File: src/rtl/dlec_pkg.sv
// ----------------------------------------------------------------------------
// dlec_pkg
// shared types and constants of the debounced led effect cycler
// ----------------------------------------------------------------------------
package dlec_pkg;

   localparam logic CSR_DEBOUNCE = 1'b0;
   localparam logic CSR_FRAME    = 1'b1;

   localparam logic [7:0] DEBOUNCE_RESET = 8'd3;
   localparam logic [7:0] FRAME_RESET    = 8'd2;

   localparam logic [7:0]  SEG_ONE      = 8'd85;
   localparam logic [7:0]  SEG_TWO      = 8'd170;
   localparam logic [7:0]  TRI_HALF     = 8'd128;
   localparam logic [7:0]  FULL_LEVEL   = 8'd255;
   localparam logic [11:0] BREATHE_DIV  = 12'd127;
   localparam logic [7:0]  FLASH_LEVEL  = 8'd32;
   // floor(p / 12) = (p * 171) >> 11 for any 8-bit p
   localparam logic [7:0]  FLASH_RECIP  = 8'd171;
   localparam int          FLASH_SHIFT  = 11;

   typedef enum logic [1:0] {
      MODE_OFF     = 2'd0,
      MODE_RAINBOW = 2'd1,
      MODE_BREATHE = 2'd2,
      MODE_FLASH   = 2'd3
   } mode_type;

   typedef struct packed {
      logic [7:0] debounce;
      logic [7:0] frame;
   } cfg_type;

   typedef struct packed {
      logic [7:0] red;
      logic [7:0] green;
      logic [7:0] blue;
      logic [1:0] mode;
   } colour_type;

   typedef struct packed {
      logic       emit;
      colour_type colour;
   } result_type;

endpackage

File: src/rtl/dlec_req_if.sv
// ----------------------------------------------------------------------------
// dlec_req_if
// button sample channel: valid, ready and the raw button level
// ----------------------------------------------------------------------------
interface dlec_req_if;
   logic valid;
   logic ready;
   logic button_raw;

   modport source (output valid, output button_raw, input ready);
   modport sink   (input valid, input button_raw, output ready);
endinterface

File: src/rtl/dlec_rsp_if.sv
// ----------------------------------------------------------------------------
// dlec_rsp_if
// color result channel: valid, ready, rgb levels and effect mode
// ----------------------------------------------------------------------------
interface dlec_rsp_if;
   logic       valid;
   logic       ready;
   logic [7:0] red_level;
   logic [7:0] green_level;
   logic [7:0] blue_level;
   logic [1:0] effect_mode;

   modport source (output valid, output red_level, output green_level,
                   output blue_level, output effect_mode, input ready);
   modport sink   (input valid, input red_level, input green_level,
                   input blue_level, input effect_mode, output ready);
endinterface

File: src/rtl/dlec_colour.sv
// ----------------------------------------------------------------------------
// dlec_colour
// maps effect mode and phase to an rgb color
// ----------------------------------------------------------------------------
module dlec_colour (
   input  logic [1:0]          mode,
   input  logic [7:0]          phase,
   output dlec_pkg::colour_type colour
);

   logic [7:0]  seg_x;
   logic [7:0]  rise;
   logic [7:0]  fall;
   logic [6:0]  tri_val;
   logic [11:0] scaled;
   logic [4:0]  q_est;
   logic [11:0] q_prod;
   logic [11:0] q_rem;
   logic [5:0]  q_fix;
   logic [15:0] flash_prod;

   always_comb begin
      if (phase < dlec_pkg::SEG_ONE) begin
         seg_x = phase;
      end else if (phase < dlec_pkg::SEG_TWO) begin
         seg_x = phase - dlec_pkg::SEG_ONE;
      end else begin
         seg_x = phase - dlec_pkg::SEG_TWO;
      end
      rise = 8'({seg_x, 1'b0} + {1'b0, seg_x});
      fall = dlec_pkg::FULL_LEVEL - rise;

      tri_val = (phase < dlec_pkg::TRI_HALF) ? phase[6:0]
                                             : 7'(dlec_pkg::FULL_LEVEL - phase);
      scaled  = {tri_val, 5'b0};
      q_est   = scaled[11:7];
      q_prod  = {q_est, 7'b0} - {7'b0, q_est};
      q_rem   = scaled - q_prod;
      q_fix   = (q_rem >= dlec_pkg::BREATHE_DIV) ? ({1'b0, q_est} + 6'd1)
                                                 : {1'b0, q_est};

      flash_prod = {8'b0, phase} * {8'b0, dlec_pkg::FLASH_RECIP};

      colour      = '0;
      colour.mode = mode;
      case (dlec_pkg::mode_type'(mode))
         dlec_pkg::MODE_RAINBOW: begin
            if (phase < dlec_pkg::SEG_ONE) begin
               colour.red   = {3'b0, fall[7:3]};
               colour.green = {3'b0, rise[7:3]};
            end else if (phase < dlec_pkg::SEG_TWO) begin
               colour.green = {3'b0, fall[7:3]};
               colour.blue  = {3'b0, rise[7:3]};
            end else begin
               colour.red   = {3'b0, rise[7:3]};
               colour.blue  = {3'b0, fall[7:3]};
            end
         end
         dlec_pkg::MODE_BREATHE: begin
            colour.blue = {2'b0, q_fix};
         end
         dlec_pkg::MODE_FLASH: begin
            if (!flash_prod[dlec_pkg::FLASH_SHIFT]) begin
               colour.red = dlec_pkg::FLASH_LEVEL;
            end else begin
               colour.blue = dlec_pkg::FLASH_LEVEL;
            end
         end
         default: begin
         end
      endcase
   end

endmodule

File: src/rtl/dlec_core.sv
// ----------------------------------------------------------------------------
// dlec_core
// debounce, mode stepping and frame timing state, one sample per step
// ----------------------------------------------------------------------------
module dlec_core #(
   parameter int AGE_WIDTH = 8
) (
   input  logic                 clock,
   input  logic                 reset,
   input  logic                 step,
   input  logic                 raw,
   input  dlec_pkg::cfg_type    cfg,
   output dlec_pkg::result_type result
);

   localparam int CMP_W = (AGE_WIDTH > 8) ? AGE_WIDTH : 8;
   localparam logic [AGE_WIDTH-1:0] AGE_MAX = '1;

   logic                 stable_ff, stable_in;
   logic                 cand_ff, cand_in;
   logic [AGE_WIDTH-1:0] cage_ff, cage_in;
   logic [1:0]           mode_ff, mode_in;
   logic [7:0]           phase_ff, phase_in;
   logic [AGE_WIDTH-1:0] fage_ff, fage_in;

   logic                 level_change;
   logic                 settle;
   logic                 press;
   logic                 frame;
   logic [7:0]           fthr;
   logic [AGE_WIDTH-1:0] cage_cur;
   logic [AGE_WIDTH-1:0] fage_cur;
   dlec_pkg::colour_type colour;

   always_comb begin
      level_change = (raw != cand_ff);
      settle = !level_change && (cand_ff != stable_ff)
               && (CMP_W'(cage_ff) >= CMP_W'(cfg.debounce));
      press  = settle && !cand_ff;
      fthr   = (cfg.frame == 8'd0) ? 8'd1 : cfg.frame;
      frame  = !press && (CMP_W'(fage_ff) >= CMP_W'(fthr));

      cage_cur  = level_change ? '0 : cage_ff;
      fage_cur  = (press || frame) ? '0 : fage_ff;
      cage_in   = (cage_cur == AGE_MAX) ? cage_cur : cage_cur + AGE_WIDTH'(1);
      fage_in   = (fage_cur == AGE_MAX) ? fage_cur : fage_cur + AGE_WIDTH'(1);
      cand_in   = raw;
      stable_in = settle ? cand_ff : stable_ff;
      mode_in   = press ? mode_ff + 2'd1 : mode_ff;
      if (press) begin
         phase_in = 8'd0;
      end else if (frame) begin
         phase_in = phase_ff + 8'd1;
      end else begin
         phase_in = phase_ff;
      end
   end

   dlec_colour u_colour (
      .mode   (mode_in),
      .phase  (phase_in),
      .colour (colour)
   );

   always_comb begin
      result.emit   = press || frame;
      result.colour = colour;
   end

   always_ff @(posedge clock) begin
      if (reset) begin
         stable_ff <= 1'b1;
         cand_ff   <= 1'b1;
         cage_ff   <= '0;
         mode_ff   <= dlec_pkg::MODE_OFF;
         phase_ff  <= 8'd0;
         fage_ff   <= '0;
      end else if (step) begin
         stable_ff <= stable_in;
         cand_ff   <= cand_in;
         cage_ff   <= cage_in;
         mode_ff   <= mode_in;
         phase_ff  <= phase_in;
         fage_ff   <= fage_in;
      end
   end

endmodule

File: src/rtl/debounced_led_effect_cycler.sv
// ----------------------------------------------------------------------------
// debounced_led_effect_cycler
// debounces an active-low button and cycles rgb led effects
// ----------------------------------------------------------------------------
// usage:
//   req_ch carries one button poll sample per transaction (0 = pressed).
//   rsp_ch carries a color and the effect mode, produced only on a debounced
//   press or a frame tick; other samples yield no transaction.
//   csr_* writes debounce_samples (index 0) and frame_samples (index 1);
//   the user writes only while the block is idle; the block does not enforce it.
// timing:
//   one sample per cycle sustained while rsp_ch is not stalled; a sample is
//   held in the input register, then the state update and color logic load
//   the output register, which drives the result on rsp_ch until it is taken.
// reset:
//   synchronous; clears the valid flags of both pipeline registers, the
//   debounce and effect state, and restores the register defaults (3 and 2).
// stall:
//   while rsp_ch is stalled holding a result, the input register still
//   takes one more sample; after that req_ch.ready drops until the output
//   register frees.
// ----------------------------------------------------------------------------
module debounced_led_effect_cycler #(
   parameter int AGE_WIDTH = 8
) (
   input  logic       clock,
   input  logic       reset,
   dlec_req_if.sink   req_ch,
   dlec_rsp_if.source rsp_ch,
   input  logic       csr_write_enable,
   input  logic       csr_index,
   input  logic [7:0] csr_write_data
);

   logic                 in_valid_ff, in_valid_in;
   logic                 in_raw_ff;
   logic                 out_valid_ff, out_valid_in;
   dlec_pkg::colour_type out_colour_ff;
   dlec_pkg::cfg_type    cfg_ff;
   dlec_pkg::result_type result;
   logic                 out_free;
   logic                 step;

   always_comb begin
      out_free     = !out_valid_ff || rsp_ch.ready;
      step         = in_valid_ff && out_free;
      req_ch.ready = !in_valid_ff || out_free;
      if (req_ch.valid && req_ch.ready) begin
         in_valid_in = 1'b1;
      end else if (step) begin
         in_valid_in = 1'b0;
      end else begin
         in_valid_in = in_valid_ff;
      end
      out_valid_in = out_free ? (step && result.emit) : out_valid_ff;
   end

   dlec_core #(
      .AGE_WIDTH (AGE_WIDTH)
   ) u_core (
      .clock  (clock),
      .reset  (reset),
      .step   (step),
      .raw    (in_raw_ff),
      .cfg    (cfg_ff),
      .result (result)
   );

   always_ff @(posedge clock) begin
      if (reset) begin
         in_valid_ff  <= 1'b0;
         out_valid_ff <= 1'b0;
      end else begin
         in_valid_ff  <= in_valid_in;
         out_valid_ff <= out_valid_in;
      end
   end

   always_ff @(posedge clock) begin
      if (req_ch.valid && req_ch.ready) begin
         in_raw_ff <= req_ch.button_raw;
      end
      if (step && result.emit) begin
         out_colour_ff <= result.colour;
      end
   end

   always_ff @(posedge clock) begin
      if (reset) begin
         cfg_ff.debounce <= dlec_pkg::DEBOUNCE_RESET;
         cfg_ff.frame    <= dlec_pkg::FRAME_RESET;
      end else if (csr_write_enable) begin
         case (csr_index)
            dlec_pkg::CSR_DEBOUNCE: cfg_ff.debounce <= csr_write_data;
            dlec_pkg::CSR_FRAME:    cfg_ff.frame    <= csr_write_data;
            default: begin
            end
         endcase
      end
   end

   assign rsp_ch.valid       = out_valid_ff;
   assign rsp_ch.red_level   = out_colour_ff.red;
   assign rsp_ch.green_level = out_colour_ff.green;
   assign rsp_ch.blue_level  = out_colour_ff.blue;
   assign rsp_ch.effect_mode = out_colour_ff.mode;

endmodule

File: src/flat_wrapper.sv
// flat-port wrapper written by rule: the top's interface ports become plain ports
module debounced_led_effect_cycler_flat 
#(
   parameter int AGE_WIDTH = 8
)
  (clock, reset, csr_write_enable, csr_index, csr_write_data, req_ch_valid, req_ch_button_raw, req_ch_ready, rsp_ch_valid, rsp_ch_red_level, rsp_ch_green_level, rsp_ch_blue_level, rsp_ch_effect_mode, rsp_ch_ready);
  dlec_req_if req_ch_i ();
  dlec_rsp_if rsp_ch_i ();
  input  logic clock;
  input  logic reset;
  input  logic csr_write_enable;
  input  logic csr_index;
  input  logic [7:0] csr_write_data;
  input wire logic [$bits(req_ch_i.valid)-1:0] req_ch_valid;
  input wire logic [$bits(req_ch_i.button_raw)-1:0] req_ch_button_raw;
  output wire logic [$bits(req_ch_i.ready)-1:0] req_ch_ready;
  output wire logic [$bits(rsp_ch_i.valid)-1:0] rsp_ch_valid;
  output wire logic [$bits(rsp_ch_i.red_level)-1:0] rsp_ch_red_level;
  output wire logic [$bits(rsp_ch_i.green_level)-1:0] rsp_ch_green_level;
  output wire logic [$bits(rsp_ch_i.blue_level)-1:0] rsp_ch_blue_level;
  output wire logic [$bits(rsp_ch_i.effect_mode)-1:0] rsp_ch_effect_mode;
  input wire logic [$bits(rsp_ch_i.ready)-1:0] rsp_ch_ready;
  assign req_ch_i.valid = req_ch_valid;
  assign req_ch_i.button_raw = req_ch_button_raw;
  assign req_ch_ready = req_ch_i.ready;
  assign rsp_ch_valid = rsp_ch_i.valid;
  assign rsp_ch_red_level = rsp_ch_i.red_level;
  assign rsp_ch_green_level = rsp_ch_i.green_level;
  assign rsp_ch_blue_level = rsp_ch_i.blue_level;
  assign rsp_ch_effect_mode = rsp_ch_i.effect_mode;
  assign rsp_ch_i.ready = rsp_ch_ready;
  debounced_led_effect_cycler #(.AGE_WIDTH(AGE_WIDTH)) u_core (.clock(clock), .reset(reset), .req_ch(req_ch_i), .rsp_ch(rsp_ch_i), .csr_write_enable(csr_write_enable), .csr_index(csr_index), .csr_write_data(csr_write_data));
endmodule
File: config.mk
export PLATFORM = sky130hd
export DESIGN_NAME = debounced_led_effect_cycler_flat
export DESIGN_NICKNAME = d
export VERILOG_FILES = /design/src/rtl/dlec_pkg.sv /design/src/rtl/dlec_req_if.sv /design/src/rtl/dlec_rsp_if.sv /design/src/rtl/dlec_colour.sv /design/src/rtl/dlec_core.sv /design/src/rtl/debounced_led_effect_cycler.sv /design/src/flat_wrapper.sv
export SDC_FILE = /design/constraint.sdc
export NUM_CORES = 1
export LEC_CHECK = 0
export BUFFER_PORTS_ARGS = -buffer_cell sky130_fd_sc_hd__buf_2
export CAP_MARGIN = 20
export CORE_MARGIN = 4
export CORE_UTILIZATION = 60
export CTS_BUF_LIST = sky130_fd_sc_hd__clkbuf_4 sky130_fd_sc_hd__clkbuf_8 sky130_fd_sc_hd__clkbuf_16
export CTS_CLUSTER_SIZE = 40
export DETAILED_ROUTE_END_ITERATION = 8
export PLACE_DENSITY = 0.8
export SKIP_CTS_REPAIR_TIMING = 1
export SYNTH_ARGS = -nofsm -noshare
export SYNTH_HDL_FRONTEND = slang
export SYNTH_SLANG_ARGS = --single-unit
File: constraint.sdc
create_clock -name clock -period 7.5 [get_ports clock]
set_clock_uncertainty 0.2 [all_clocks]
set_input_delay 0.75 -clock clock [delete_from_list [all_inputs] [get_ports clock]]
set_output_delay 0.75 -clock clock [all_outputs]
set_load 0.1 [all_outputs]
**Yosys cells after proc, flatten, opt, wreduce, memory -nomap -nowiden**

Index checks and enable logic that the tools add are counted.

- Shift-type cells: 0
- Equality and inequality tests: 7
- Muxes and demuxes: 23
- Multipliers: 1
- Order comparisons: 6
- Divide/modulo/power cells: 0
- $add $sub $neg: 12
- Bitwise logic cells: 2
- Reductions and logical operators: 21

Operators with widths:

| cell | count |
|---|---|
| 2-to-1 mux 8 bit | 10 |
| adder 8 x 1 -> 8 bit (second input constant) | 3 |
| case mux 8 bit (3 select lines) | 1 |
| 2-to-1 mux 6 bit | 3 |
| equality test 8 bit (second input constant) | 2 |
| greater-or-equal comparator 8 bit | 2 |
| < comparator 8 bit (second input constant) | 2 |
| 2-to-1 mux 16 bit | 1 |
| case mux 8 bit (2 select lines) | 1 |
| 2-to-1 mux 5 bit | 3 |
| greater-or-equal comparator 12 x 7 -> 1 bit (second input constant) | 1 |
| multiplier 8 x 8 -> 12 bit (second input constant) | 1 |
| subtractor 12 bit | 1 |
| subtractor 12 x 5 -> 12 bit | 1 |
| adder 8 bit | 1 |
| logical NOT 8 bit | 1 |
| < comparator 8 x 7 -> 1 bit (second input constant) | 1 |
| subtractor 8 x 7 -> 8 bit (second input constant) | 1 |
| subtractor 8 bit (first input constant) | 1 |
| subtractor 8 bit (second input constant) | 1 |
| logical AND 1 bit | 7 |
| 2-to-1 mux 7 bit | 1 |
| subtractor 7 bit (first input constant) | 1 |
| adder 5 x 1 -> 6 bit (second input constant) | 1 |
| other kinds (12) | 24 |

- Logic and storage cells: 88
- Register bits: 73
- Output and inout bits: 28
- Bits of input ports: 15
- ROM bits: 0
- Memory bits (writable): 0
- Latch bits: 0
- Memories kept: 0

**Depth between registers and ports, before layout**

Gate-level depths: netlist (run 1).

- Word-level depth: 17
- Depth in mapped cells: 30
- Gate-level depth less buffers: 30

**Cells and area by module**

Synthesis (run 1) repeated with hierarchy kept, for this count alone.

- Cell total of the unflattened synthesis: 654
- Area total of the unflattened synthesis: 5998.3 sq um

By module, submodules not included:

| module | cells each | sequential area each (sq um) | area an instance (sq um) | instances |
|---|---|---|---|---|
| dlec_colour | 291 | 0.0 | 2366.0 | 1 |
| dlec_core | 263 | 560.5 | 2073.2 | 1 |
| debounced_led_effect_cycler | 100 | 1171.1 | 1559.0 | 1 |

**Least setup slack after synthesis (run 1)**

OpenSTA, ideal clock, no wires.

- Path type: register -> register
- Start point: register u_core.cfg_ff[3] (netlist name)
- End point: register u_core.out_colour_ff, in the netlist u_core.rsp_ch.green_level[4], data pin
- Path buffers: 2
- Path slack: 1.336 ns
- Cell stages (with the launch flop): 30
- Library setup time: 0.267 ns
- Arrival time: 5.697 ns
- Data required time: 7.033 ns
- Period minus slack after synthesis: 6.164 ns
- Path through: dfxtp_1 nor4_1 a41o_1 ha_1 nand2b_4 a2111oi_4 o31ai_1 buf_6 mux2i_1 nor2_1 inv_1 ha_1 nor2b_1 a211oi_1 nor3b_2 o21ai_0 nand2_1 clkbuf_1 o21ai_0 xnor2_1 ha_1 a21o_1 a21o_1 a31o_2 a31oi_4 xnor2_2 inv_2 ha_1 o21ai_0 a21oi_2

- Longest elaborated chain between the ends: 13
- Elaborated cells between the ends (all ways): 16
- Classes of those cells: add/sub: 4; order compare: 3; mux: 7; reduce/logical: 2

RTL lines:

| what | line | source |
|---|---|---|
| start, declared | debounced_led_effect_cycler.sv:39 | `dlec_pkg::cfg_type cfg_ff;` |
| logical NOT 8 bit | dlec_core.sv:40 | `fthr = (cfg.frame == 8'd0) ? 8'd1 : cfg.frame;` |
| 2-to-1 mux 8 bit * | dlec_core.sv:40 |  |
| greater-or-equal comparator 8 bit * | dlec_core.sv:41 | `frame = !press && (CMP_W'(fage_ff) >= CMP_W'(fthr));` |
| logical AND 1 bit * | dlec_core.sv:41 |  |
| 2-to-1 mux 8 bit * | dlec_core.sv:52 | `end else if (frame) begin` |
| 2-to-1 mux 8 bit * | dlec_core.sv:50 | `if (press) begin` |
| net u_core.u_core.phase_in[1] | dlec_core.sv:23 | `logic [7:0] phase_ff, phase_in;` |
| subtractor 8 bit, or another cell as far along | dlec_colour.sv:28 | `seg_x = phase - dlec_pkg::SEG_TWO;` |
| 2-to-1 mux 8 bit | dlec_colour.sv:25 | `end else if (phase < dlec_pkg::SEG_TWO) begin` |
| 2-to-1 mux 8 bit | dlec_colour.sv:23 | `if (phase < dlec_pkg::SEG_ONE) begin` |
| adder 8 bit | dlec_colour.sv:30 | `rise = 8'({seg_x, 1'b0} + {1'b0, seg_x});` |
| subtractor 8 bit | dlec_colour.sv:31 | `fall = dlec_pkg::FULL_LEVEL - rise;` |
| 2-to-1 mux 5 bit | dlec_colour.sv:51 | `end else if (phase < dlec_pkg::SEG_TWO) begin` |
| 2-to-1 mux 16 bit * | dlec_colour.sv:48 | `if (phase < dlec_pkg::SEG_ONE) begin` |
| end signal, assigned | debounced_led_effect_cycler.sv:84 | `out_colour_ff <= result.colour;` |
| end, declared | debounced_led_effect_cycler.sv:38 | `dlec_pkg::colour_type out_colour_ff;` |

Mark *: on every way through the listed nets, which the timed path passes. The rest lies on a longest branch.
A chain may end at the register's enable or synchronous reset.

**Final worst setup path (run 1)**

Ends and elaborated chain as after synthesis.

==> results of run 1 <==
==> registers in the layout (all words and copies together) (netlist names) <==
register and cells:
u_core.in_raw_ff 1, u_core.u_core.mode_ff 2, u_core.rsp_ch.red_level 6, u_core.in_valid_ff 1
u_core.rsp_ch.valid 1, u_core.cfg_ff 16, u_core.u_core.cage_ff 8, u_core.u_core.cand_ff 1
u_core.rsp_ch.effect_mode 2, u_core.u_core.fage_ff 8, u_core.rsp_ch.green_level 5, u_core.u_core.phase_ff 8
u_core.rsp_ch.blue_level 6, u_core.u_core.stable_ff 1
==> report_power, final <==
part | switching [mW] | internal [mW] | total [mW] | leakage [nW]
logic | 0.0807 | 0.0323 | 0.113 | 2.05
clock network | 0.148 | 0.192 | 0.340 | 0.115
registers | 0.00555 | 0.375 | 0.380 | 0.564
==> worst max-delay path, delay by kind of cell (launching register included) <==
| family | cells | cell delay (ns) |
|---|---|---|
| AND/OR/NAND/NOR | 6 | 1.82 |
| buffers and inverters | 2 | 0.30 |
| XOR/XNOR | 2 | 0.42 |
| multiplexers | 1 | 0.23 |
| adder cells (fa/ha/maj) | 4 | 0.89 |
| AO/OA/AOI/OAI | 12 | 2.58 |
| flip-flops | 1 | 0.34 |
==> cells by family after synthesis <==
logic type | count (synthesis)
other | 1
flip-flops | 66
AND/OR/NAND/NOR | 206
adder cells (fa/ha/maj) | 86
multiplexers | 6
XOR/XNOR | 33
AO/OA/AOI/OAI | 143
buffers and inverters | 97
==> cell type report <==
cell class                 instances  area, µm²  share of cell area (%)
clock buffer                      10        131                    2.23
timing repair buffer              40        213                    3.60
inverter                          72        275                    4.66
tap                              108        135                    2.29
sequential                        66       1520                    25.8
multi-input combinational        481       3540                    59.9
clock inverter                     6       88.8                    1.50
==> layout by cell type, fill, tap and decap left out, drive strengths merged, types with 6 or more instances in the layout <==
cell,netlist,final
and2,7,7
o21ai,31,31
inv,71,73
conb,1,7
nand2b,10,10
xor2,10,10
a211oi,6,6
edfxtp,20,20
nand3,26,26
xnor2,23,23
buf,12,40
clkbuf,13,10
ha,75,75
nor2,39,39
a31oi,7,7
a21o,8,8
fa,11,11
a21oi,58,58
dfxtp,46,46
nor3,13,13
nand4,7,7
nand2,79,79
==> worst min-delay path by stage <==
stage | start | endpoint | cells past startpoint
floorplan | u_core.cfg_ff[1]$_SDFFE_PP1P_ | u_core.cfg_ff[1]$_SDFFE_PP1P_ | 1
global placement | u_core.cfg_ff[10]$_SDFFE_PP0P_ | u_core.cfg_ff[10]$_SDFFE_PP0P_ | 2
detailed placement | u_core.cfg_ff[2]$_SDFFE_PP0P_ | u_core.cfg_ff[2]$_SDFFE_PP0P_ | 2
CTS | u_core.cfg_ff[10]$_SDFFE_PP0P_ | u_core.cfg_ff[10]$_SDFFE_PP0P_ | 2
global route | u_core.cfg_ff[10]$_SDFFE_PP0P_ | u_core.cfg_ff[10]$_SDFFE_PP0P_ | 2
finish | u_core.cfg_ff[10]$_SDFFE_PP0P_ | u_core.cfg_ff[10]$_SDFFE_PP0P_ | 2
==> cell usage after synthesis (3+ instances only) <==
library cell,instances
a31oi_1,6
xnor2_1,22
o21a_1,4
nor2_1,38
a21o_1,8
xor2_1,10
inv_1,69
nor4_1,3
a41o_1,3
o21ai_0,28
a21oi_2,4
ha_1,75
edfxtp_1,20
mux2i_1,4
o31ai_1,5
dfxtp_1,46
nor3_1,12
nand2b_1,8
nor2b_1,4
fa_1,11
a21oi_1,54
a211oi_1,5
and2_1,7
buf_4,8
nand2_1,79
clkbuf_1,13
and3_1,5
nand3b_1,4
a211o_1,4
nand3_1,26
buf_6,3
and4_1,3
nand4_1,7
==> routing by layer <==
| metal | up-vias | global-route usage [%] | share of wire [%] |
|---|---|---|---|
| li1 | 2264 | - | - |
| met1 | 2208 | 31.2 | 44 |
| met2 | 152 | 38.8 | 49 |
| met3 | 28 | 4.29 | 5.4 |
| met4 | 0 | 7.87 | 1.4 |
| met5 | - | 0 | 0 |
==> reports/metrics.csv, run 1 <==
metric,value,unit
setup TNS,0,ns
Residual DRC,0,
terminus of the critical flop-to-flop path,u_core.rsp_ch.green_level[4]$_SDFFCE_PP0P_,
ANT cells,0,
min-delay worst type,reg -> reg,
crit path max-delay cell type,o31ai_1,
Reg2Reg Launch Point,u_core.cfg_ff[3]$_SDFFE_PP0P_,
Tcrit/Tclk final,94.1,%
flop-to-flop setup slack,0.44,ns
FP Rows,34,
Peak Freq,142,MHz
"Slew Viols, Final",0,
Root Driver,clkbuf_8,
cells on worst reg2reg path,27,
simple-gate portion of the synthesized area,18.4,%
"Primary FF master, synth",dfxtp_1,
Placed Instance Area,5680,µm²
routed vias,4652,
H-tree depth,3,
Hold WS,0.261,ns
Post-Route WL,12100,µm
clock buffer depth,2,
die area,10700,µm²
Setup-failing EPs final,0,
Yosys cell types,66,
Final Instance Area,5900,µm²
Top Ports,43,
Fin. Hold Viols,0,
core area,8810,µm²
P_leak,2.73,nW
Rel. slew slack,39.4,%
post-synthesis area per instance,8.56,µm²
Critical Path Most Common Cell,ha_1,
crit path max fanout,11,
Tmin final,7.06,ns
Critical Path Start Type,flop,
yosys warns,0,
CTS tree,built,
post-synth top area share,17.2,%
sequential fraction of the synthesis area,27.9,%
Final ANT Viol Nets,0,
Post-synth EDFFs,20,
gr ovfl total,0,
initial antenna violation count,0,
drt via density,5.94,
Worst EP arrival,6.96,ns
TritonCTS Buffers,9,
Critical Path Max Stage Delay,0.78,ns
GPL Wtd Cong,0.876,
worst-margin pin slew,0.901,ns
CTS Sinks,66,
Worst Setup SP,u_core.cfg_ff[3]$_SDFFE_PP0P_,
DIE WIDTH,103,µm
post-synth top area cell,ha_1,
routed length per instance,15.4,µm
post-synthesis mux area share,1.15,%
Worst VDD drop,0.121,mV
CP endpoint,u_core.rsp_ch.green_level[4]$_SDFFCE_PP0P_,
post-synthesis adder-cell area fraction,21.2,%
Mapped Area,5460,µm²
"worst slack, placed",0.612,ns
Pre-antenna DRT Iters,5,
worst path required time,7.40,ns
layout cells sized above 1,12.1,%
Finished Core Util,67.0,%
DRT iter0 DRCs,250,
Finished Layout Cells,783,
dpl hpwl,9070,µm
clk slew on worst S/H paths,0.09,ns
"top cells by area, synth","ha_1 17%, dfxtp_1 17%, edfxtp_1 11%",
largest net degree at the start of global routing,47,
Power Dens Cells,141,nW/µm²
Synth Register Bits,66,
Syn Inst Count,638,
Starting Density,62.0,%
CP Capture Type,flop,
vias in the first global route,4423,
All-Layer GR Usage,23.5,%
ys async rst share,0,%
Setup Crit Path Kind,reg -> reg,
total power,0.833,mW
complex-gate fraction of the synthesized area,18.2,%
dpl cells,767,
Synth Area in XOR/XNOR,5.43,%
largest family of logic cells by synthesized area,adder cells,
status,"complete, no violations",
unrepaired setup endpoints after global routing,no,
Port-buffer cells,35,
fillers,692,
layout net count,771,
Clock Latency Late Sink,0.35,ns
Die Height,103,µm
global-route wire length before repair,20300,µm
area grow syn2layout,8.14,%
post-route setup slack,0.440,ns
MaxCap Viol Count,0,
(Power assumes the default switching activity.)
==> run 2: changes to the inputs <==
--- a/config.mk
+++ b/config.mk
@@ -5,14 +5,13 @@
 export SDC_FILE = /design/constraint.sdc
 export NUM_CORES = 1
 export LEC_CHECK = 0
-export BUFFER_PORTS_ARGS = -buffer_cell sky130_fd_sc_hd__buf_2
 export CAP_MARGIN = 20
 export CORE_MARGIN = 4
 export CORE_UTILIZATION = 60
 export CTS_BUF_LIST = sky130_fd_sc_hd__clkbuf_4 sky130_fd_sc_hd__clkbuf_8 sky130_fd_sc_hd__clkbuf_16
-export CTS_CLUSTER_SIZE = 40
 export DETAILED_ROUTE_END_ITERATION = 8
-export PLACE_DENSITY = 0.8
+export DONT_BUFFER_PORTS = 1
+export PLACE_DENSITY = 0.76
 export SKIP_CTS_REPAIR_TIMING = 1
 export SYNTH_ARGS = -nofsm -noshare
 export SYNTH_HDL_FRONTEND = slang
==> reports/metrics.csv, run 2 (synthesized netlist as in run 1, its figures left out) <==
metric,value,unit,change
DIE WIDTH,103,µm,unchanged
CP Capture Type,flop,,
vias in the first global route,4363,,-1.4%
gr ovfl total,0,,unchanged
unrepaired setup endpoints after global routing,no,,
min-delay worst type,reg -> reg,,
status,"complete, no violations",,
Worst EP arrival,6.65,ns,-0.31 ns
layout cells sized above 1,7.50,%,-4.6 points
All-Layer GR Usage,23.5,%,-0.041 points
Clock Latency Late Sink,0.35,ns,about the same
Critical Path Most Common Cell,ha_1,,
worst-margin pin slew,1.17,ns,+0.269 ns
Worst Setup SP,u_core.cfg_ff[3]$_SDFFE_PP0P_,,
Post-Route WL,11800,µm,-2.6%
"commonest non-fill, non-tap cell in the layout",nand2_1,,
Final ANT Viol Nets,0,,unchanged
Critical Path Max Stage Delay,0.47,ns,-0.31 ns
crit-path leading delay family,compound AO/OA/AOI/OAI gates,,
Levels on crit path,25,,-7.4%
clk slew on worst S/H paths,0.07,ns,-0.02 ns
max reg flops,16,,unchanged
CTS Sinks,66,,unchanged
Final Instance Area,5750,µm²,-2.6%
area grow syn2layout,5.29,%,
clock buffer depth,2,,unchanged
Tmin final,6.77,ns,-0.291 ns
Pre-antenna DRT Iters,5,,unchanged
P_leak,2.60,nW,-4.8%
CTS tree,built,,
Largest Register,u_core.cfg_ff,,
WP buf/inv,1,,-1
Placed Instance Area,5510,µm²,-3.1%
Power Dens Cells,145,nW/µm²,+3.1%
most frequent cells in the layout,"79 x nand2_1, 75 x ha_1, 69 x inv_1, 54 x a21oi_1, 46 x dfxtp_1",,
Starting Density,62.0,%,unchanged
Setup Crit Path Kind,reg -> reg,,
core area,8810,µm²,unchanged
flop-to-flop setup slack,0.73,ns,+0.29 ns
Die Height,103,µm,unchanged
CP endpoint,u_core.rsp_ch.blue_level[2]$_DFFE_PP_,,
die area,10700,µm²,unchanged
fillers,728,,+5.2%
FP Rows,34,,unchanged
Fin. Hold Viols,0,,unchanged
worst path required time,7.38,ns,-0.02 ns
Reg2Reg Launch Point,u_core.cfg_ff[3]$_SDFFE_PP0P_,,
ANT cells,0,,unchanged
layout net count,736,,-4.5%
Setup-failing EPs final,0,,unchanged
Tcrit/Tclk final,90.3,%,-3.9 points
dpl hpwl,9080,µm,+0.12%
crit path max fanout,11,,unchanged
terminus of the critical flop-to-flop path,u_core.rsp_ch.blue_level[2]$_DFFE_PP_,,
Critical Path Start Type,flop,,
initial antenna violation count,0,,unchanged
Finished Layout Cells,748,,-4.5%
setup TNS,0,ns,unchanged
largest net degree at the start of global routing,47,,unchanged
DRT iter0 DRCs,236,,-5.6%
global-route wire length before repair,19900,µm,-1.7%
Root Driver,clkbuf_8,,
H-tree depth,3,,unchanged
routed vias,4437,,-4.6%
crit path max-delay cell type,nor2_1,,
Port-buffer cells,0,,-100%
Worst VDD drop,0.150,mV,+24%
Rel. slew slack,21.8,%,-18 points
Peak Freq,148,MHz,+4.3%
"Slew Viols, Final",0,,unchanged
MaxCap Viol Count,0,,unchanged
Residual DRC,0,,unchanged
Top Ports,43,,unchanged
dpl cells,732,,-4.6%
drt via density,5.93,,-0.16%
TritonCTS Buffers,9,,unchanged
cells on worst reg2reg path,25,,-7.4%
routed length per instance,15.8,µm,+2.0%
GPL Wtd Cong,0.956,,+9.2%
run 2: worst reg2reg max path, stage by stage, from the launching register on:
cell and delay (ns):
dfxtp_1 0.33, nor4_1 0.29, a41o_1 0.21, ha_1 0.22, nand2b_4 0.14, a2111oi_4 0.45
o31ai_2 0.23, mux2i_1 0.18, nor2_1 0.47, inv_1 0.23, ha_1 0.29, nor2b_1 0.17
a211oi_1 0.08, nor3b_2 0.35, o21ai_0 0.12, nand2_1 0.29, o21ai_0 0.20, xnor2_1 0.26
ha_1 0.32, a21o_1 0.20, a21o_1 0.17, a31o_2 0.26, xor2_1 0.39, ha_1 0.31
nand2_1 0.05, o21ai_0 0.10
run 2: final cells by class:
cell class / count / area, µm² / area share, %
Timing Repair Buffer: 5 / 37.5 / 0.653
Multi-Input combinational cell: 481 / 3540 / 61.6
Clock inverter: 4 / 71.3 / 1.24
Sequential cell: 66 / 1520 / 26.5
Clock buffer: 12 / 164 / 2.85
Tap cell: 108 / 135 / 2.35
Inverter: 72 / 275 / 4.79
run 2: metal layers:
| layer | track usage [%] | vias to the layer above | routed length [µm] |
|---|---|---|---|
| li1 | - | 2187 | - |
| met1 | 29.4 | 2074 | 5140 |
| met2 | 39.9 | 138 | 5760 |
| met3 | 3.55 | 38 | 543 |
| met4 | 10.6 | 0 | 338 |
| met5 | 0 | - | 0 |
run 2: worst min path at each step:
stage                                        start                             end  slack (ns)  cells after the start
global placement    u_core.cfg_ff[13]$_SDFFE_PP0P_  u_core.cfg_ff[13]$_SDFFE_PP0P_        0.24                      2
floorplan            u_core.cfg_ff[1]$_SDFFE_PP1P_   u_core.cfg_ff[1]$_SDFFE_PP1P_        0.24                      1
detailed placement  u_core.cfg_ff[11]$_SDFFE_PP0P_  u_core.cfg_ff[11]$_SDFFE_PP0P_        0.24                      2
global route                                 reset  u_core.cfg_ff[15]$_SDFFE_PP0P_        0.25                      1
finish               u_core.cfg_ff[2]$_SDFFE_PP0P_   u_core.cfg_ff[2]$_SDFFE_PP0P_        0.25                      2
CTS                                          reset  u_core.cfg_ff[11]$_SDFFE_PP0P_        0.25                      1
run 2: stage by stage:
step | setup WS (ns) | utilization, % | power, mW | hold slack, ns
after floorplan | 1.34 | - | 0.481 | 0.235
after global placement | 0.911 | 62.5 | 0.485 | 0.241
after detailed placement | 0.659 | 62.5 | 0.489 | 0.244
after CTS | 0.637 | 65.2 | 0.839 | 0.248
after global routing | 0.132 | 65.3 | 0.864 | 0.250
final | 0.731 | 65.3 | 0.836 | 0.251
run 2: power breakdown:
part	switching [mW]	leakage (nW)	internal [mW]
Combinational	0.0606	1.91	0.0288
Clock	0.139	0.123	0.215
Sequential	0.0178	0.564	0.375
Total	0.218	2.60	0.618
